$ cat src/rtl/rtwi_pkg.sv
// Package with the shared types and constants of the reload timer.
`default_nettype none

package rtwi_pkg;

  // Width of the count and of the stored load value.
  localparam int unsigned CntW = 32;

  // Width of the register data bus.
  localparam int unsigned DataW = 32;

  // Control/status register layout.
  localparam int unsigned CsrModeLsb = 4;
  localparam int unsigned CsrFlagBit = 8;

  typedef enum logic [1:0] {
    CmdTick  = 2'd0,
    CmdRead  = 2'd1,
    CmdWrite = 2'd2
  } cmd_e;

  typedef enum logic [1:0] {
    RegCsr   = 2'd0,
    RegLoad  = 2'd1,
    RegCount = 2'd2
  } reg_e;

  // Mode bits, most significant first, as they sit in the control/status register.
  typedef struct packed {
    logic enable;
    logic inten;
    logic load;
    logic autorld;
  } mode_t;

  // One request as it leaves the input register.
  typedef struct packed {
    logic [1:0]       command;
    logic [1:0]       register_index;
    logic [DataW-1:0] write_data;
  } req_t;

  // One result as it enters the result register.
  typedef struct packed {
    logic [DataW-1:0] read_data;
    logic             interrupt_line;
  } resp_t;

endpackage

`default_nettype wire

$ cat src/rtl/rtwi_if.sv
// Valid/ready channel interfaces for requests and results of the timer.
`default_nettype none

interface rtwi_req_if;
  logic        valid;
  logic        ready;
  logic [1:0]  command;
  logic [1:0]  register_index;
  logic [31:0] write_data;

  modport source (output valid, output command, output register_index,
                  output write_data, input ready);
  modport sink   (input valid, input command, input register_index,
                  input write_data, output ready);
endinterface

interface rtwi_resp_if;
  logic        valid;
  logic        ready;
  logic [31:0] read_data;
  logic        interrupt_line;

  modport source (output valid, output read_data, output interrupt_line, input ready);
  modport sink   (input valid, input read_data, input interrupt_line, output ready);
endinterface

`default_nettype wire

$ cat src/rtl/rtwi_timer.sv
// Timer state and the combinational update that one request applies to it.
`default_nettype none

module rtwi_timer (
  input  wire logic           clk_i,
  input  wire logic           rst_ni,
  input  wire logic           fire_i,
  input  wire rtwi_pkg::req_t req_i,
  output rtwi_pkg::resp_t     resp_o
);
  import rtwi_pkg::*;

  mode_t             mode_q, mode_d;
  logic              flag_q, flag_d;
  logic [CntW-1:0]   reload_q, reload_d;
  logic [CntW-1:0]   count_q, count_d;
  logic [DataW-1:0]  rdata;
  logic              terminal;

  assign terminal = (count_q == {CntW{1'b1}});

  always_comb begin
    mode_d   = mode_q;
    flag_d   = flag_q;
    reload_d = reload_q;
    count_d  = count_q;
    rdata    = '0;
    case (req_i.command)
      CmdTick: begin
        if (mode_q.load) begin
          count_d = reload_q;
        end else if (mode_q.enable) begin
          if (terminal) begin
            flag_d = 1'b1;
            if (mode_q.autorld) begin
              count_d = reload_q;
            end else begin
              mode_d.enable = 1'b0;
            end
          end else begin
            count_d = count_q + 1'b1;
          end
        end
      end
      CmdRead: begin
        case (req_i.register_index)
          RegCsr: begin
            rdata[CsrFlagBit] = flag_q;
            rdata[CsrModeLsb +: 4] = mode_q;
          end
          RegLoad:  rdata = DataW'(reload_q);
          RegCount: rdata = DataW'(count_q);
          default:  rdata = '0;
        endcase
      end
      CmdWrite: begin
        case (req_i.register_index)
          RegCsr: begin
            mode_d = mode_t'(req_i.write_data[CsrModeLsb +: 4]);
            if (req_i.write_data[CsrFlagBit]) begin
              flag_d = 1'b0;
            end
          end
          RegLoad: reload_d = CntW'(req_i.write_data);
          default: ;
        endcase
      end
      default: ;
    endcase
  end

  assign resp_o.read_data      = rdata;
  assign resp_o.interrupt_line = flag_d & mode_d.inten;

  always_ff @(posedge clk_i or negedge rst_ni) begin
    if (!rst_ni) begin
      mode_q   <= '0;
      flag_q   <= 1'b0;
      reload_q <= '0;
      count_q  <= '0;
    end else if (fire_i) begin
      mode_q   <= mode_d;
      flag_q   <= flag_d;
      reload_q <= reload_d;
      count_q  <= count_d;
    end
  end

  // The flag can only be raised by a tick that was applied in the previous cycle.
  a_flag_rise_on_tick: assert property (@(posedge clk_i) disable iff (!rst_ni)
    $rose(flag_q) |-> $past(fire_i && (req_i.command == CmdTick)))
    else $error("interrupt flag rose without a tick");

  // A held load bit pins the count to the load value on every tick.
  a_load_holds_count: assert property (@(posedge clk_i) disable iff (!rst_ni)
    fire_i && (req_i.command == CmdTick) && mode_q.load |=> count_q == $past(reload_q))
    else $error("load tick did not copy the load value");

  // Register writes never move the count.
  a_write_keeps_count: assert property (@(posedge clk_i) disable iff (!rst_ni)
    fire_i && (req_i.command == CmdWrite) |=> $stable(count_q))
    else $error("register write changed the count");

  // Only reads return data.
  a_nonread_zero: assert property (@(posedge clk_i) disable iff (!rst_ni)
    fire_i && (req_i.command != CmdRead) |-> resp_o.read_data == '0)
    else $error("non-read request returned data");

endmodule

`default_nettype wire

$ cat src/rtl/reload_timer_with_interrupt_unit.sv
// Top level of the auto-reload timer: input register, timer update, result register.
//
//  Channel  | Dir | Beat contents                              | Accepted when
//  ---------+-----+--------------------------------------------+-------------------
//  in_i     | in  | command, register_index, write_data        | valid && ready
//  out_o    | out | read_data, interrupt_line                  | valid && ready
//
// Each request beat lands in an input register. When the beat advances, the timer
// state is updated by one level of combinational logic (a 32-bit increment and an
// all-ones compare) and the result is captured in the result register.
// One beat per cycle is sustained; the block stalls only when the result register
// is full and the sink holds ready low, and then the input register holds its beat.
// Reset clears the timer state, the mode bits, the interrupt flag and both valids.
`default_nettype none

module reload_timer_with_interrupt_unit (
  input  wire logic  clk_i,
  input  wire logic  rst_ni,
  rtwi_req_if.sink   in_i,
  rtwi_resp_if.source out_o
);
  import rtwi_pkg::*;

  // Input register stage.
  logic  req_valid_q;
  req_t  req_q;

  // Result register stage.
  logic  out_valid_q;
  resp_t out_q;

  resp_t resp;
  logic  advance;

  // The held request moves on when the result register is empty or being emptied.
  assign advance    = req_valid_q && (!out_valid_q || out_o.ready);
  assign in_i.ready = !req_valid_q || advance;

  always_ff @(posedge clk_i or negedge rst_ni) begin
    if (!rst_ni) begin
      req_valid_q <= 1'b0;
    end else if (in_i.ready) begin
      req_valid_q <= in_i.valid;
    end
  end

  always_ff @(posedge clk_i) begin
    if (in_i.valid && in_i.ready) begin
      req_q.command        <= in_i.command;
      req_q.register_index <= in_i.register_index;
      req_q.write_data     <= in_i.write_data;
    end
  end

  // Timer state lives here; it only changes when a request advances.
  rtwi_timer u_timer (
    .clk_i  (clk_i),
    .rst_ni (rst_ni),
    .fire_i (advance),
    .req_i  (req_q),
    .resp_o (resp)
  );

  always_ff @(posedge clk_i or negedge rst_ni) begin
    if (!rst_ni) begin
      out_valid_q <= 1'b0;
    end else if (advance) begin
      out_valid_q <= 1'b1;
    end else if (out_o.ready) begin
      out_valid_q <= 1'b0;
    end
  end

  always_ff @(posedge clk_i) begin
    if (advance) begin
      out_q <= resp;
    end
  end

  assign out_o.valid          = out_valid_q;
  assign out_o.read_data      = out_q.read_data;
  assign out_o.interrupt_line = out_q.interrupt_line;

endmodule

`default_nettype wire
$ cat src/flat_wrapper.sv
// flat-port wrapper written by rule: the top's interface ports become plain ports
module reload_timer_with_interrupt_unit_flat import rtwi_pkg::*;
  (clk_i, rst_ni, in_i_valid, in_i_command, in_i_register_index, in_i_write_data, in_i_ready, out_o_valid, out_o_read_data, out_o_interrupt_line, out_o_ready);
  rtwi_req_if in_i_i ();
  rtwi_resp_if out_o_i ();
  input  wire logic clk_i;
  input  wire logic rst_ni;
  input wire logic [$bits(in_i_i.valid)-1:0] in_i_valid;
  input wire logic [$bits(in_i_i.command)-1:0] in_i_command;
  input wire logic [$bits(in_i_i.register_index)-1:0] in_i_register_index;
  input wire logic [$bits(in_i_i.write_data)-1:0] in_i_write_data;
  output wire logic [$bits(in_i_i.ready)-1:0] in_i_ready;
  output wire logic [$bits(out_o_i.valid)-1:0] out_o_valid;
  output wire logic [$bits(out_o_i.read_data)-1:0] out_o_read_data;
  output wire logic [$bits(out_o_i.interrupt_line)-1:0] out_o_interrupt_line;
  input wire logic [$bits(out_o_i.ready)-1:0] out_o_ready;
  assign in_i_i.valid = in_i_valid;
  assign in_i_i.command = in_i_command;
  assign in_i_i.register_index = in_i_register_index;
  assign in_i_i.write_data = in_i_write_data;
  assign in_i_ready = in_i_i.ready;
  assign out_o_valid = out_o_i.valid;
  assign out_o_read_data = out_o_i.read_data;
  assign out_o_interrupt_line = out_o_i.interrupt_line;
  assign out_o_i.ready = out_o_ready;
  reload_timer_with_interrupt_unit u_core (.clk_i(clk_i), .rst_ni(rst_ni), .in_i(in_i_i), .out_o(out_o_i));
endmodule
$ cat config.mk
export PLATFORM = sky130hd
export DESIGN_NAME = reload_timer_with_interrupt_unit_flat
export DESIGN_NICKNAME = d
export VERILOG_FILES = /design/src/rtl/rtwi_pkg.sv /design/src/rtl/rtwi_if.sv /design/src/rtl/rtwi_timer.sv /design/src/rtl/reload_timer_with_interrupt_unit.sv /design/src/flat_wrapper.sv
export SDC_FILE = /design/constraint.sdc
export NUM_CORES = 1
export LEC_CHECK = 0
export ABC_AREA = 1
export BUFFER_PORTS_ARGS = -buffer_cell sky130_fd_sc_hd__buf_2
export CORE_MARGIN = 3
export CORE_UTILIZATION = 28
export DETAILED_ROUTE_END_ITERATION = 8
export MAX_ROUTING_LAYER = met4
export SETUP_SLACK_MARGIN = 0.5
export SYNTH_ARGS = -nofsm -noshare
export SYNTH_HDL_FRONTEND = slang
export SYNTH_SLANG_ARGS = --single-unit
export TNS_END_PERCENT = 10
$ cat constraint.sdc
create_clock -name clk_i -period 2.7 [get_ports clk_i]
set_input_delay 0.27 -clock clk_i [delete_from_list [all_inputs] [get_ports clk_i]]
set_output_delay 0.27 -clock clk_i [all_outputs]
set_load 0.005 [all_outputs]
After elaboration in Yosys (flattened, before gate mapping):

Index checks and enable logic that the tools add are counted.

* register bits after elaboration: 140
* bits of input ports: 40
* output and inout bits: 35
* logic and storage cells: 61

* add/sub/neg operators: 1
* equality and inequality tests: 8
* muxes and demuxes: 22
* bitwise operators: 1
* reduce and logical (&&, ||, !) cells: 15

Operators with widths (number)
* $mux 32: 4
* $pmux 23 s2: 1
* $add 32x1->32 const B: 1
* $eq 32x32->1 const B: 1
* $pmux 5 s3: 1
* $mux 1: 11
* $pmux 4 s2: 1
* $reduce_and 4->1: 2
* $reduce_and 3->1: 2
* $reduce_bool 2->1: 3
* $eq 2x1->1 const B: 2
* $eq 2x2->1 const B: 2
* $logic_not 2->1: 2
* $mux 4: 1
* $pmux 1 s2: 2
* $mux 3: 1
* $ne 3x3->1 const B: 1
* $logic_and 1x1->1: 2
* $logic_not 1->1: 2
* $logic_or 1x1->1: 2
* $ne 2x1->1 const B: 1
* $ne 2x2->1 const B: 1
* $and 1x1->1: 1

Longest topological paths before layout:

* depth after elaboration: 6
* gate-level depth with buffers: 12
* depth with buffers taken out: 12

Cells and area by module:

From an unflattened synthesis, not the netlist that was laid out.

* cell total of the unflattened synthesis: 770
* area total of the unflattened synthesis: 6780.3 µm²

By module, submodules not included
* rtwi_timer: instances 1, cells an instance 689, area an instance 4613.2 µm², sequential area each 1726.7 µm²
* reload_timer_with_interrupt_unit: instances 1, cells an instance 81, area an instance 2167.1 µm², sequential area each 2122.0 µm²

Worst setup path before layout:

Ideal clock, no wire load.

* kind: register to register
* from: register u_core.out_valid_q (netlist: u_core.out_o.valid)
* to: register u_core.u_timer.reload_q[27]
* arrival: 2.189 ns
* required time: 2.575 ns
* setup slack: 0.387 ns
* cell stages (with the launch flop): 7
* path through: dfrtp_1 nand2_1 nand2_1 inv_1 nand3_2 buf_2 mux2_2

* word-level cells in the longest chain between the ends: 4

RTL lines
* start: declaration: RTL line reload_timer_with_interrupt_unit.sv:29 `logic out_valid_q;`
* start signal: assignment: RTL line reload_timer_with_interrupt_unit.sv:66 `out_valid_q <= 1'b0;`
* start signal: assignment: RTL line reload_timer_with_interrupt_unit.sv:68 `out_valid_q <= 1'b1;`
* start signal: assignment: RTL line reload_timer_with_interrupt_unit.sv:70 `out_valid_q <= 1'b0;`
* $logic_not 1->1: RTL line reload_timer_with_interrupt_unit.sv:36 `assign advance = req_valid_q && (!out_valid_q || out_o.ready);`
* $logic_or 1x1->1: RTL line reload_timer_with_interrupt_unit.sv:36
* $logic_and 1x1->1: RTL line reload_timer_with_interrupt_unit.sv:36
* via u_core.advance: RTL line reload_timer_with_interrupt_unit.sv:33 `logic advance;`
* $reduce_and 3->1 (no line)
* end signal: assignment: RTL line rtwi_timer.sv:84 `reload_q <= reload_d;`
* end: declaration: RTL line rtwi_timer.sv:15 `logic [CntW-1:0] reload_q, reload_d;`

The timed path passes the listed nets, and every way through them passes these cells.
A chain may end at the register's enable or synchronous reset.

Worst setup path in the final report:

* from: register u_core.u_timer.count_q[1]
* to: register u_core.u_timer.count_q[25]

* word-level cells in the longest chain between the ends: 4
* elaborated cells between the ends (all ways): 7

RTL lines
* start: declaration: RTL line rtwi_timer.sv:16 `logic [CntW-1:0] count_q, count_d;`
* start signal: assignment: RTL line rtwi_timer.sv:85 `count_q <= count_d;`
* $add 32x1->32 or $eq 32x32->1 (tied branches): RTL line rtwi_timer.sv:41, rtwi_timer.sv:20
* $mux 32: RTL line rtwi_timer.sv:33 `if (terminal) begin`
* $mux 32: RTL line rtwi_timer.sv:32 `end else if (mode_q.enable) begin`
* $mux 32: RTL line rtwi_timer.sv:30 `if (mode_q.load) begin`

Several ways; a longest one is shown, not always the timed one. The select of a mux whose other input is x is not followed.

==> results.yml <==
placement:
  io_buffer_count: 74
  dp.cells: 1184
  finalWeightedCongestion: 0.901
  dp_hpwl_um: 12000
pwr:
  power.share.combinational: 0.237
  p_sw_mw: 2.57
  swShare: 0.338
  powerDensity_nw_per_um2: 922
  clockPowerShare: 0.318
  peakVddDrop_uv: 373
  internal_power_mw: 5.03
  power_mw: 7.60
  p_leak_nw: 3.65
  power_frac_seq: 0.445
synthesis:
  syn_area_um2: 6860
  synth.yosys.seq_area_share: 0.561
  ys_ff_latch: 140
  syn_inst: 806
  synth_cell_types: 29
  ys_warn_count: 0
  syn-num-nets: 851
  syn-mean-instance-area_um2: 8.51
timing:
  rsz0062_at_grt: "false"
  fmax_mhz: 496
  slew_headroom: 0.365
  slew_viol_final: 0
  final.setup.tns_ns: 0
  tightest_slew_ns: 0.953
  fin_crit_sh: 0.747
  finalSetupViolCount: 0
  hold_viol: 0
  fin_worst_skew_ns: 0.00742
  finalCriticalPeriod_ns: 2.02
detailed_routing:
  drt-initial-drc-count: 322
  avgViaCountPerCell: 4.48
  via_count: 5463
  ant_nets: 0
  wl_per_cell_um: 14.5
  drt_first_pass_iters: 5
  drc_errors: 0
  finalWirelength_um: 17600
final_layout:
  area_growth_pct: 20.3
  finalCoreUtilization: 0.347
  antenna_cells: 0
  drive_gt1_frac: 0.162
  fin_nets: 933
  fin_cells: 1220
floorplan:
  die_w_um: 162
  ios: 75
  dieArea_um2: 26400
  fp-row-count: 56
  core-area_um2: 23800
  die_y_um: 162
  start_util: 0.289
worst_setup_path:
  r2r_slack_ns: 0.68
  crit_type: "register to register"
  cp_max_fo: 32
  critPathRequiredTime_ns: 3.06
  crit_arrival_ns: 2.37
  crit_path_start_kind: "register"
  critPathCaptureType: "register"
status:
  status: "completed"
clock_tree:
  numCtsBuffers: 17
  cts_sinks: 140
  clk_root_buffer_cell: "clkbuf_16"
  cts_tree: "yes"
  clkLatencyLatePin_ns: 0.42
  htreeDepth: 4
  cts_buffer_depth: 2
  clkSlewWorstSetupHoldPaths_ns: 0.06
global_route:
  grt.total_usage: 0.143
  grt_max_degree: 72
  gr-total-overflow: 0
  grt_pass1_vias: 5471
  grt_first_pass_wirelength_um: 28800
  antenna_found_initial: 0
job:
  max_cap_violations: 0
worst_hold_path:
  hp-class: "input pin to register"
==> flip-flops by register name, summed over array words and instances (netlist names) <==
signal	flops
u_core.req_q	36
u_core.out_o.read_data	32
u_core.u_timer.count_q	32
u_core.u_timer.reload_q	32
u_core.u_timer.mode_q	4
u_core.out_o.interrupt_line	1
u_core.out_o.valid	1
u_core.req_valid_q	1
u_core.u_timer.flag_q	1
==> worst paths after layout <==
kind	startpoint	to	cells past startpoint
min in group asynchronous	rst_ni	u_core.req_valid_q$_DFFE_PN0N_	2
setup / recovery	u_core.u_timer.count_q[1]$_DFFE_PN0P_	u_core.u_timer.count_q[25]$_DFFE_PN0P_	10
hold reg to reg	u_core.req_q[30]$_DFFE_PP_	u_core.u_timer.reload_q[30]$_DFFE_PN0P_	1
setup reg to reg	u_core.u_timer.count_q[1]$_DFFE_PN0P_	u_core.u_timer.count_q[25]$_DFFE_PN0P_	10
max in group asynchronous	rst_ni	u_core.u_timer.count_q[25]$_DFFE_PN0P_	2
hold / removal	in_i_write_data[15]	u_core.req_q[15]$_DFFE_PP_	1
==> what timing repair did <==
action                                 4_1_cts  5_1_grt
pin swaps                                    0        1
hold buffers                                 1        0
setup endpoints to repair                    4       33
buffers inserted                             0        3
endpoints found under the hold margin        1        0
gates resized for setup                      1        6
==> metal layers <==
metal | share of wire | routed length (µm) | up-vias | global-route usage
met5 | 0 | 0 | - | -
met4 | 0.014 | 240 | 0 | 0.0461
met3 | 0.032 | 556 | 18 | 0.0270
met2 | 0.47 | 8300 | 106 | 0.224
met1 | 0.48 | 8540 | 2605 | 0.189
li1 | - | - | 2734 | -
==> critical path: stages, from the launching register on <==
cell and delay (ns):
dfrtp_1 0.39, ha_2 0.23, inv_1 0.09, nor2_4 0.14
nand2_2 0.12, nor2_4 0.23, nand3_1 0.14, nand3_2 0.13
buf_6 0.28, nand2_1 0.10, nand2_1 0.08
==> power by group through the flow <==
stage | combinational [mW] | clock [mW] | sequential (mW)
floorplan | 1.34 | 0 | 3.25
CTS | 1.81 | 2.46 | 3.38
detailed placement | 1.79 | 0 | 3.42
finish | 1.80 | 2.42 | 3.38
global placement | 1.76 | 0 | 3.41
global route | 2.08 | 2.56 | 3.48
==> layout by cell type (no fill, tap or decap), types with 9 or more instances in the layout <==
cell type,instances
edfxtp_1,69
a21oi_1,50
inv_1,75
o21ai_0,11
mux2_2,9
buf_2,74
nand2_1,326
nor2_1,69
clkbuf_16,17
dfrtp_1,71
buf_4,11
nand3_1,39
==> synthesized netlist by cell type <==
cell,count,area (µm²)
inv_1,76,285
dfrtp_1,71,1780
nand3_1,39,195
inv_2,1,3.75
xor2_1,7,61.3
ha_1,5,62.6
a31oi_1,2,12.5
o211ai_1,1,7.51
mux2_2,9,101
nor2_4,4,45.0
clkbuf_1,11,41.3
buf_4,4,30.0
nand2_1,326,1220
edfxtp_1,69,2070
nand3_2,4,40.0
nand3b_1,4,30.0
nor2_1,70,263
nor2_2,7,43.8
o21ai_0,11,55.1
xnor2_1,6,52.6
buf_6,4,45.0
o21bai_1,1,7.51
nor3b_1,1,7.51
nand2_2,4,25.0
a21oi_1,50,250
o221ai_1,4,35.0
buf_2,7,35.0
nand4_1,6,37.5
nor3_1,2,10.0
==> metrics by stage <==
step / cell area [µm²] / setup WS, ns / hold WS (ns)
finish: 8250 / 0.684 / 0.0190
global route: 8250 / 0.528 / 0.00181
CTS: 8200 / 0.565 / 0.00108
detailed placement: 7580 / 0.509 / 0.448
global placement: 7580 / 0.559 / 0.448
floorplan: 6860 / 0.588 / -0.0256
==> logic make-up after synthesis <==
family,count (synthesis),share of synthesized area
XOR/XNOR,13,0.0166
buffers and inverters,103,0.0642
flip-flops,140,0.561
AND/OR/NAND/NOR,467,0.280
AO/OA/AOI/OAI,69,0.0537
adder cells (fa/ha/maj),5,0.00913
multiplexers,9,0.0148
==> area by class of cell <==
cell class	instances	area [µm²]
clock inverters	14	175
clock buffers	18	429
multi-input cells	563	2580
fillers	2481	15500
inverters	77	295
repair buffers	89	514
well taps	319	399
flip-flops and latches	140	3850
Note: power is estimated with default switching activity, not from simulation.
